## config.mk

```make
export PLATFORM = sky130hd
export DESIGN_NAME = interrupt_controller_72_source_top_flat
export DESIGN_NICKNAME = d
export VERILOG_FILES = /design/src/hdl/ic72_pkg.sv /design/src/hdl/ic72_req_if.sv /design/src/hdl/ic72_rsp_if.sv /design/src/hdl/interrupt_controller_72_source_top.sv /design/src/hdl/ic72_regs.sv /design/src/hdl/ic72_prio.sv /design/src/flat_wrapper.sv
export SDC_FILE = /design/constraint.sdc
export NUM_CORES = 1
export LEC_CHECK = 0
export ABC_AREA = 1
export BUFFER_PORTS_ARGS = -buffer_cell sky130_fd_sc_hd__buf_2
export CAP_MARGIN = 20
export CORE_MARGIN = 4
export CORE_UTILIZATION = 54
export DETAILED_ROUTE_END_ITERATION = 12
export GPL_TIMING_DRIVEN = 0
export PLACE_DENSITY = 0.74
export SLEW_MARGIN = 25
export SYNTH_ARGS = -nofsm -noshare
export SYNTH_HDL_FRONTEND = slang
export SYNTH_HIERARCHICAL = 1
export SYNTH_SLANG_ARGS = --single-unit
```

## constraint.sdc

```tcl
create_clock -name clk -period 4.5 [get_ports clk]
set_clock_uncertainty 0.1 [all_clocks]
set_input_delay 0.675 -clock clk [delete_from_list [all_inputs] [get_ports clk]]
set_output_delay 0.675 -clock clk [all_outputs]
set_load 0.01 [all_outputs]
```

## src/hdl/ic72_pkg.sv

```systemverilog
// ic72_pkg: shared types, codes and helper functions for the 72-source interrupt controller
// no dependencies; imported by every module of the block

package ic72_pkg;

    // operation codes
    localparam logic [1:0] OP_WRITE  = 2'd0;
    localparam logic [1:0] OP_READ   = 2'd1;
    localparam logic [1:0] OP_SAMPLE = 2'd2;

    // register map
    localparam logic [3:0] REG_BASIC_PEND   = 4'd0;
    localparam logic [3:0] REG_PEND_LOW     = 4'd1;
    localparam logic [3:0] REG_PEND_HIGH    = 4'd2;
    localparam logic [3:0] REG_FIQ_CTRL     = 4'd3;
    localparam logic [3:0] REG_ENABLE_LOW   = 4'd4;
    localparam logic [3:0] REG_ENABLE_HIGH  = 4'd5;
    localparam logic [3:0] REG_ENABLE_BASIC = 4'd6;
    localparam logic [3:0] REG_DISABLE_LOW  = 4'd7;
    localparam logic [3:0] REG_DISABLE_HIGH = 4'd8;
    localparam logic [3:0] REG_DISABLE_BASIC = 4'd9;

    localparam int NUM_SHORTCUT = 11;

    // peripheral numbers mirrored into basic pending bits 10 to 20
    localparam logic [5:0] SHORTCUT_SRC [NUM_SHORTCUT] = '{
        6'd7, 6'd9, 6'd10, 6'd18, 6'd19, 6'd53,
        6'd54, 6'd55, 6'd56, 6'd57, 6'd62
    };

    localparam logic [6:0] PERIPH_LOW_BASE  = 7'd8;
    localparam logic [6:0] PERIPH_HIGH_BASE = 7'd40;

    typedef struct packed {
        logic [1:0]  operation;
        logic [3:0]  reg_select;
        logic [31:0] write_data;
        logic [7:0]  basic_lines;
        logic [31:0] periph_lines_low;
        logic [31:0] periph_lines_high;
    } req_item_t;

    typedef struct packed {
        logic [7:0]  basic_enable;
        logic [31:0] periph_enable_low;
        logic [31:0] periph_enable_high;
        logic [7:0]  basic_level;
        logic [31:0] periph_level_low;
        logic [31:0] periph_level_high;
    } ic_state_t;

    typedef struct packed {
        logic       irq_out;
        logic [6:0] vector;
        logic       vector_valid;
    } prio_status_t;

    // index of the lowest set bit, zero for an all-zero word
    function automatic logic [4:0] lowest_bit32(input logic [31:0] v);
        logic [4:0] idx;
        idx = '0;
        for (int i = 31; i >= 0; i--) begin
            if (v[i]) idx = i[4:0];
        end
        return idx;
    endfunction

    // basic pending word as seen by the driver
    function automatic logic [31:0] basic_word(input ic_state_t st);
        logic [31:0] lo;
        logic [31:0] hi;
        logic [63:0] pend;
        logic [31:0] w;
        lo   = st.periph_level_low & st.periph_enable_low;
        hi   = st.periph_level_high & st.periph_enable_high;
        pend = {hi, lo};
        w    = '0;
        w[7:0] = st.basic_level & st.basic_enable;
        w[8]   = |lo;
        w[9]   = |hi;
        for (int i = 0; i < NUM_SHORTCUT; i++) begin
            w[10 + i] = pend[SHORTCUT_SRC[i]];
        end
        return w;
    endfunction

endpackage

```

## src/hdl/ic72_req_if.sv

```systemverilog
// ic72_req_if: request channel (register access or line sample) with valid/ready
// no dependencies

interface ic72_req_if;
    logic        valid;
    logic        ready;
    logic [1:0]  operation;
    logic [3:0]  reg_select;
    logic [31:0] write_data;
    logic [7:0]  basic_lines;
    logic [31:0] periph_lines_low;
    logic [31:0] periph_lines_high;

    modport source (
        output valid, operation, reg_select, write_data,
               basic_lines, periph_lines_low, periph_lines_high,
        input  ready
    );

    modport sink (
        input  valid, operation, reg_select, write_data,
               basic_lines, periph_lines_low, periph_lines_high,
        output ready
    );
endinterface

```

## src/hdl/ic72_rsp_if.sv

```systemverilog
// ic72_rsp_if: result channel (read data, interrupt and vector) with valid/ready
// no dependencies

interface ic72_rsp_if;
    logic        valid;
    logic        ready;
    logic [31:0] read_data;
    logic        irq_out;
    logic [6:0]  vector;
    logic        vector_valid;

    modport source (
        output valid, read_data, irq_out, vector, vector_valid,
        input  ready
    );

    modport sink (
        input  valid, read_data, irq_out, vector, vector_valid,
        output ready
    );
endinterface

```

## src/hdl/interrupt_controller_72_source_top.sv

```systemverilog
// interrupt_controller_72_source_top: level-sensitive controller for 8 basic and 64 peripheral sources
// depends on ic72_pkg, ic72_req_if, ic72_rsp_if, ic72_regs, ic72_prio
//
//  channel | modport | payload                                              | transfer when
//  --------+---------+------------------------------------------------------+---------------
//  req     | sink    | operation reg_select write_data basic_lines          | valid & ready
//          |         | periph_lines_low periph_lines_high                   |
//  rsp     | source  | read_data irq_out vector vector_valid                | valid & ready
//
// one request per cycle sustained while rsp is ready; a request lands in the input
// register at its transfer, then moves on to the result register, which offers its
// result until the rsp transfer; a stalled rsp keeps the item in the input register
// the state update and priority encode sit between the two registers
// a stalled rsp holds the result register; the input register keeps taking a new
// request as long as its item can move on in the same cycle, so two requests wait at most
// reset clears the enable masks, the latched levels and both valid flags

module interrupt_controller_72_source_top (
    input  logic        clk,
    input  logic        rst_n,
    ic72_req_if.sink    req,
    ic72_rsp_if.source  rsp
);
    import ic72_pkg::*;

    // input stage
    req_item_t    in_item_reg;
    logic         in_valid_reg;

    // result stage
    logic [31:0]  read_data_reg;
    prio_status_t status_reg;
    logic         out_valid_reg;

    logic         adv;
    ic_state_t    state_next;
    logic [31:0]  read_data;
    prio_status_t status;

    // the held item moves to the result register when that slot is free or draining
    assign adv       = in_valid_reg && (!out_valid_reg || rsp.ready);
    assign req.ready = !in_valid_reg || adv;

    always_ff @(posedge clk or negedge rst_n)
    begin
        if (!rst_n)
            in_valid_reg <= 1'b0;
        else if (req.ready)
            in_valid_reg <= req.valid;
    end

    always_ff @(posedge clk)
    begin
        if (req.valid && req.ready)
        begin
            in_item_reg.operation         <= req.operation;
            in_item_reg.reg_select        <= req.reg_select;
            in_item_reg.write_data        <= req.write_data;
            in_item_reg.basic_lines       <= req.basic_lines;
            in_item_reg.periph_lines_low  <= req.periph_lines_low;
            in_item_reg.periph_lines_high <= req.periph_lines_high;
        end
    end

    // masks and levels; state commits only when the item advances
    ic72_regs u_regs (
        .clk        (clk),
        .rst_n      (rst_n),
        .adv        (adv),
        .item       (in_item_reg),
        .state_next (state_next),
        .read_data  (read_data)
    );

    // irq and vector see the item's own write or sample
    ic72_prio u_prio (
        .st     (state_next),
        .status (status)
    );

    always_ff @(posedge clk or negedge rst_n)
    begin
        if (!rst_n)
            out_valid_reg <= 1'b0;
        else if (adv)
            out_valid_reg <= 1'b1;
        else if (rsp.ready)
            out_valid_reg <= 1'b0;
    end

    always_ff @(posedge clk)
    begin
        if (adv)
        begin
            read_data_reg <= read_data;
            status_reg    <= status;
        end
    end

    assign rsp.valid        = out_valid_reg;
    assign rsp.read_data    = read_data_reg;
    assign rsp.irq_out      = status_reg.irq_out;
    assign rsp.vector       = status_reg.vector;
    assign rsp.vector_valid = status_reg.vector_valid;
endmodule

```

## src/hdl/ic72_regs.sv

```systemverilog
// ic72_regs: enable masks and latched source levels, update and register read mux
// depends on ic72_pkg

module ic72_regs (
    input  logic                  clk,
    input  logic                  rst_n,
    input  logic                  adv,
    input  ic72_pkg::req_item_t   item,
    output ic72_pkg::ic_state_t   state_next,
    output logic [31:0]           read_data
);
    import ic72_pkg::*;

    ic_state_t state_reg;

    always_comb
    begin
        state_next = state_reg;
        case (item.operation)
            OP_WRITE:
            begin
                case (item.reg_select)
                    REG_ENABLE_LOW:
                        state_next.periph_enable_low =
                            state_reg.periph_enable_low | item.write_data;
                    REG_ENABLE_HIGH:
                        state_next.periph_enable_high =
                            state_reg.periph_enable_high | item.write_data;
                    REG_ENABLE_BASIC:
                        state_next.basic_enable =
                            state_reg.basic_enable | item.write_data[7:0];
                    REG_DISABLE_LOW:
                        state_next.periph_enable_low =
                            state_reg.periph_enable_low & ~item.write_data;
                    REG_DISABLE_HIGH:
                        state_next.periph_enable_high =
                            state_reg.periph_enable_high & ~item.write_data;
                    REG_DISABLE_BASIC:
                        state_next.basic_enable =
                            state_reg.basic_enable & ~item.write_data[7:0];
                    default: ;
                endcase
            end
            OP_SAMPLE:
            begin
                state_next.basic_level      = item.basic_lines;
                state_next.periph_level_low  = item.periph_lines_low;
                state_next.periph_level_high = item.periph_lines_high;
            end
            default: ;
        endcase
    end

    // reads never change state, so the current state serves
    always_comb
    begin
        read_data = '0;
        if (item.operation == OP_READ)
        begin
            case (item.reg_select)
                REG_BASIC_PEND:
                    read_data = basic_word(state_reg);
                REG_PEND_LOW:
                    read_data = state_reg.periph_level_low & state_reg.periph_enable_low;
                REG_PEND_HIGH:
                    read_data = state_reg.periph_level_high & state_reg.periph_enable_high;
                REG_ENABLE_LOW, REG_DISABLE_LOW:
                    read_data = state_reg.periph_enable_low;
                REG_ENABLE_HIGH, REG_DISABLE_HIGH:
                    read_data = state_reg.periph_enable_high;
                REG_ENABLE_BASIC, REG_DISABLE_BASIC:
                    read_data = {24'd0, state_reg.basic_enable};
                default:
                    read_data = '0;
            endcase
        end
    end

    always_ff @(posedge clk or negedge rst_n)
    begin
        if (!rst_n)
            state_reg <= '0;
        else if (adv)
            state_reg <= state_next;
    end
endmodule

```

## src/hdl/ic72_prio.sv

```systemverilog
// ic72_prio: pending summary and priority vector from the updated state
// depends on ic72_pkg

module ic72_prio (
    input  ic72_pkg::ic_state_t    st,
    output ic72_pkg::prio_status_t status
);
    import ic72_pkg::*;

    logic [31:0] bw;
    logic [31:0] pend_lo;
    logic [31:0] pend_hi;
    logic [NUM_SHORTCUT-1:0] sc;
    logic [3:0]  sc_idx;
    logic [4:0]  basic_idx;
    logic [4:0]  lo_idx;
    logic [4:0]  hi_idx;

    assign bw      = basic_word(st);
    assign pend_lo = st.periph_level_low & st.periph_enable_low;
    assign pend_hi = st.periph_level_high & st.periph_enable_high;
    assign sc      = bw[10 +: NUM_SHORTCUT];

    assign basic_idx = lowest_bit32({24'd0, bw[7:0]});
    assign lo_idx    = lowest_bit32(pend_lo);
    assign hi_idx    = lowest_bit32(pend_hi);

    always_comb
    begin
        sc_idx = '0;
        for (int i = NUM_SHORTCUT - 1; i >= 0; i--) begin
            if (sc[i]) sc_idx = i[3:0];
        end
    end

    always_comb
    begin
        status.irq_out      = |bw;
        status.vector_valid = 1'b1;
        if (|bw[7:0])
            status.vector = {4'd0, basic_idx[2:0]};
        else if (|sc)
            status.vector = {1'b0, SHORTCUT_SRC[sc_idx]} + PERIPH_LOW_BASE;
        else if (bw[8])
            status.vector = {2'd0, lo_idx} + PERIPH_LOW_BASE;
        else if (bw[9])
            status.vector = {2'd0, hi_idx} + PERIPH_HIGH_BASE;
        else
        begin
            status.vector       = '0;
            status.vector_valid = 1'b0;
        end
    end
endmodule
```

## src/flat_wrapper.sv

```systemverilog
// flat-port wrapper written by rule: the top's interface ports become plain ports
module interrupt_controller_72_source_top_flat import ic72_pkg::*;
  (clk, rst_n, req_valid, req_operation, req_reg_select, req_write_data, req_basic_lines, req_periph_lines_low, req_periph_lines_high, req_ready, rsp_valid, rsp_read_data, rsp_irq_out, rsp_vector, rsp_vector_valid, rsp_ready);
  ic72_req_if req_i ();
  ic72_rsp_if rsp_i ();
  input  logic clk;
  input  logic rst_n;
  input wire logic [$bits(req_i.valid)-1:0] req_valid;
  input wire logic [$bits(req_i.operation)-1:0] req_operation;
  input wire logic [$bits(req_i.reg_select)-1:0] req_reg_select;
  input wire logic [$bits(req_i.write_data)-1:0] req_write_data;
  input wire logic [$bits(req_i.basic_lines)-1:0] req_basic_lines;
  input wire logic [$bits(req_i.periph_lines_low)-1:0] req_periph_lines_low;
  input wire logic [$bits(req_i.periph_lines_high)-1:0] req_periph_lines_high;
  output wire logic [$bits(req_i.ready)-1:0] req_ready;
  output wire logic [$bits(rsp_i.valid)-1:0] rsp_valid;
  output wire logic [$bits(rsp_i.read_data)-1:0] rsp_read_data;
  output wire logic [$bits(rsp_i.irq_out)-1:0] rsp_irq_out;
  output wire logic [$bits(rsp_i.vector)-1:0] rsp_vector;
  output wire logic [$bits(rsp_i.vector_valid)-1:0] rsp_vector_valid;
  input wire logic [$bits(rsp_i.ready)-1:0] rsp_ready;
  assign req_i.valid = req_valid;
  assign req_i.operation = req_operation;
  assign req_i.reg_select = req_reg_select;
  assign req_i.write_data = req_write_data;
  assign req_i.basic_lines = req_basic_lines;
  assign req_i.periph_lines_low = req_periph_lines_low;
  assign req_i.periph_lines_high = req_periph_lines_high;
  assign req_ready = req_i.ready;
  assign rsp_valid = rsp_i.valid;
  assign rsp_read_data = rsp_i.read_data;
  assign rsp_irq_out = rsp_i.irq_out;
  assign rsp_vector = rsp_i.vector;
  assign rsp_vector_valid = rsp_i.vector_valid;
  assign rsp_i.ready = rsp_ready;
  interrupt_controller_72_source_top u_core (.clk(clk), .rst_n(rst_n), .req(req_i), .rsp(rsp_i));
endmodule
```

==> metrics.txt <==
# TYPE chip_impl_metric gauge
chip_impl_info{name="outcome",value="finished clean"} 1
chip_impl_metric{name="max-cap-violations",unit=""} 0
chip_impl_metric{name="netlist_area",unit="mm²"} 0.0150
chip_impl_metric{name="fp.coreArea",unit="mm²"} 0.0272
chip_impl_metric{name="synth_enable_flop_cells",unit=""} 151
chip_impl_metric{name="rr_worst_depth",unit=""} 32
chip_impl_metric{name="drc",unit=""} 0
chip_impl_metric{name="slew_headroom",unit=""} 0.447
chip_impl_metric{name="total_power",unit="mW"} 9.75
chip_impl_info{name="synthTopCellsByCount",value="518 x sky130_fd_sc_hd__nand2_1, 221 x sky130_fd_sc_hd__o21ai_0, 209 x sky130_fd_sc_hd__nor2_1"} 1
chip_impl_metric{name="final.hold.worst_slack",unit="ns"} 0.0176
chip_impl_metric{name="total_switching_power",unit="mW"} 3.65
chip_impl_metric{name="ys.warnings.count",unit=""} 6
chip_impl_metric{name="final_nets",unit=""} 2162
chip_impl_metric{name="grt_first_pass_wirelength",unit="µm"} 73700
chip_impl_metric{name="worst_ep_required_time",unit="ns"} 4.65
chip_impl_info{name="critPathKind",value="reg2reg"} 1
chip_impl_metric{name="cts-htree-levels",unit=""} 2
chip_impl_info{name="synthDominantAreaCellType",value="sky130_fd_sc_hd__edfxtp_1"} 1
chip_impl_metric{name="layout-area-overhead-vs-synth",unit="%"} 16.8
chip_impl_metric{name="drive_gt1_frac",unit=""} 0.138
chip_impl_metric{name="globalplace.congestion",unit=""} 0.951
chip_impl_metric{name="clk_latency",unit="ns"} 0.52
chip_impl_info{name="crit_slowest_cell",value="sky130_fd_sc_hd__edfxtp_1"} 1
chip_impl_metric{name="synthesis.area_per_instance",unit="µm²"} 8.16
chip_impl_metric{name="max-vdd-ir-drop",unit="mV"} 0.302
chip_impl_info{name="yosys.cell_count.top_type",value="sky130_fd_sc_hd__nand2_1"} 1
chip_impl_metric{name="flip_flop_count_of_the_largest_register_all_copies_and_words_added",unit=""} 144
chip_impl_info{name="grt_setup_unrepaired",value="no"} 1
chip_impl_metric{name="floorplan.io_pins",unit=""} 157
chip_impl_metric{name="cts_num_sinks",unit=""} 297
chip_impl_metric{name="routed_wire_length_per_instance",unit="µm"} 19.5
chip_impl_metric{name="clock_path_buffers",unit=""} 3
chip_impl_metric{name="firstDrtPassIters",unit=""} 7
chip_impl_metric{name="routed_wl",unit="µm"} 47600
chip_impl_metric{name="dieHeight",unit="µm"} 175
chip_impl_metric{name="cts-buffers-inserted",unit=""} 35
chip_impl_info{name="tritoncts",value="done"} 1
chip_impl_metric{name="grt_start_max_net_pins",unit=""} 79
chip_impl_info{name="synth_top_cells_by_area",value="sky130_fd_sc_hd__edfxtp_1 30%, sky130_fd_sc_hd__dfrtp_1 24%, sky130_fd_sc_hd__nand2_1 13%"} 1
chip_impl_metric{name="highest_clock_frequency_the_design_can_meet",unit="GHz"} 0.232
chip_impl_metric{name="leakage",unit="nW"} 7.76
chip_impl_metric{name="synth_sequential_area_ratio",unit=""} 0.544
chip_impl_metric{name="timing.final.hold_violations",unit=""} 0
chip_impl_info{name="min_path_type",value="in2async"} 1
chip_impl_metric{name="number_of_setup_violations_in_the_final_report",unit=""} 0
chip_impl_metric{name="grt.overflow.total",unit=""} 0
chip_impl_metric{name="seq_power_share",unit=""} 0.388
chip_impl_metric{name="final.fill_count",unit=""} 2388
chip_impl_info{name="cts-root-buf",value="sky130_fd_sc_hd__clkbuf_16"} 1
chip_impl_metric{name="ys_ff_latch",unit=""} 297
chip_impl_info{name="critical-path-top-cell-by-count",value="sky130_fd_sc_hd__nand2_1"} 1
chip_impl_metric{name="place.port_buffers",unit=""} 156
chip_impl_metric{name="slowest_delay",unit="ns"} 0.55
chip_impl_metric{name="power.share.clock",unit=""} 0.284
chip_impl_metric{name="grt_pass1_vias",unit=""} 13306
chip_impl_metric{name="yosys.area.top_type_share",unit=""} 0.301
chip_impl_metric{name="ant_nets",unit=""} 0
chip_impl_metric{name="dieWidth",unit="µm"} 175
chip_impl_info{name="worstSetupEndpointType",value="register"} 1
chip_impl_metric{name="postSynthNetCount",unit=""} 1965
chip_impl_metric{name="ctsHoldBuffers",unit=""} 0
chip_impl_metric{name="sw_frac_of_total",unit=""} 0.374
chip_impl_metric{name="dr_total_vias",unit=""} 13859
chip_impl_metric{name="grt.total_usage",unit=""} 0.308
chip_impl_metric{name="diodes",unit=""} 0
chip_impl_metric{name="floorplan.rows",unit=""} 60
chip_impl_metric{name="vias_per_cell",unit=""} 5.68
chip_impl_metric{name="async_set_reset_flop_share_out_of_synthesis",unit=""} 0.492
chip_impl_metric{name="netlist-cell-type-count",unit=""} 40
chip_impl_metric{name="period_share",unit=""} 0.958
chip_impl_metric{name="final_max_slew_viol_count",unit=""} 0
chip_impl_metric{name="share_comb_of_total_power",unit=""} 0.328
chip_impl_metric{name="syn-instance-count",unit=""} 1843
chip_impl_metric{name="detail_route.iter0.violations",unit=""} 1691
chip_impl_metric{name="cts.clk_slew.worst_paths",unit="ns"} 0.05
chip_impl_metric{name="antenna_found_initial",unit=""} 0
chip_impl_info{name="postSynth.topFlopCell",value="sky130_fd_sc_hd__edfxtp_1"} 1
chip_impl_metric{name="cp_max_fo",unit=""} 10
chip_impl_metric{name="worst_slew_pin_slew",unit="ns"} 0.830
chip_impl_metric{name="place.detailed.hpwl",unit="µm"} 34700
chip_impl_metric{name="timing.critical_path.arrival",unit="ns"} 4.47
chip_impl_metric{name="power.density",unit="mW/mm²"} 555
chip_impl_metric{name="min_period",unit="ns"} 4.31
chip_impl_metric{name="initial_core_util",unit=""} 0.553
chip_impl_metric{name="fp.dieArea",unit="mm²"} 0.0306
chip_impl_info{name="element_type_at_the_critical_path_start",value="register"} 1
chip_impl_metric{name="cellInternalPower",unit="mW"} 6.10
## metrics by stage
| step | cell area [µm²] | utilization | setup TNS (ns) | worst slack (ns) | instances |
|---|---|---|---|---|---|
| after floorplan | 15000 | - | 0 | 0.426 | 1843 |
| after global placement | 16300 | 0.599 | -328.27 | -2.21 | 2371 |
| after detailed placement | 16400 | 0.604 | 0 | 0.287 | 2375 |
| after CTS | 17600 | 0.646 | 0 | 0.263 | 2438 |
| after global routing | 17600 | 0.646 | 0 | 0.0204 | 2438 |
| final | 17600 | 0.646 | 0 | 0.187 | 2438 |
## critical path: cells and delay by family, from the launching register on
family          cells  cell delay [ns]
simple gates       27             2.34
buf+inv             1             0.37
flops               1             0.55
compound gates      4             0.70
## placed cells by master (no fill, tap or decap), drive strengths merged
cell / instances
buf: 186
clkinv: 16
o22ai: 16
o21ai: 312
dfrtp: 146
a221oi: 1
clkbuf: 96
nand3: 35
a21boi: 3
nor3: 5
ha: 8
edfxtp: 151
nor2: 214
inv: 183
a31oi: 6
a21oi: 96
o211ai: 18
clkinvlp: 1
xor2: 1
a32oi: 1
and3: 1
nand4: 18
or2: 1
o31ai: 2
mux2i: 1
bufinv: 2
nand2: 545
o41ai: 1
## repair_timing
item | CTS | global route
setup endpoints to repair | 0 | 1
setup buffers | 0 | 0
gates resized for setup | 0 | 2
## final timing paths
path                                          start                            to  slack, ns
max in group asynchronous                     rst_n  u_core/u_regs/state_reg[120]       3.45
max                         u_core/in_item_reg[104]          u_core/rsp.vector[0]       0.19
min reg2reg                     u_core/in_valid_reg           u_core/in_valid_reg       0.44
min in group clk           req_periph_lines_low[11]        u_core/in_item_reg[43]       0.23
max reg2reg                 u_core/in_item_reg[104]          u_core/rsp.vector[0]       0.19
min                                           rst_n   u_core/u_regs/state_reg[70]       0.02
## power groups by stage
| stage | Clock (mW) | Sequential (mW) | Combinational [mW] |
|---|---|---|---|
| after floorplan | 0 | 3.75 | 2.13 |
| after CTS | 2.81 | 3.77 | 3.11 |
| after global placement | 0 | 3.81 | 3.00 |
| after global routing | 2.95 | 3.84 | 3.59 |
| after detailed placement | 0 | 3.81 | 3.08 |
| final | 2.77 | 3.78 | 3.19 |
## per-layer routing
metal | track usage | part of all wire
met1 | 0.444 | 0.41
met2 | 0.474 | 0.45
met3 | 0.0563 | 0.11
met4 | 0.109 | 0.036
met5 | 0 | 0
## final cells by class
type                            instances  area, µm²  share of cell area
Sequential cell                       297       8190               0.466
Inverter                              185        699              0.0398
Clock buffer                           46        990              0.0564
Multi-Input combinational cell       1285       5830               0.332
Tap cell                              372        465              0.0265
Timing Repair Buffer                  160        901              0.0513
Clock inverter                         17        145             0.00826
Buffer                                 76        345              0.0197
## logic make-up (layout without fill, tap and decap cells)
logic type,count (synthesis),after routing,share of synthesized area
XOR/XNOR,1,1,0.000582
AND/OR/NAND/NOR,819,819,0.220
flip-flops,297,297,0.544
adder cells (fa/ha/maj),8,8,0.00666
multiplexers,1,1,0.000666
buffers and inverters,261,484,0.0691
AO/OA/AOI/OAI,456,456,0.159
(Power assumes the default switching activity.)
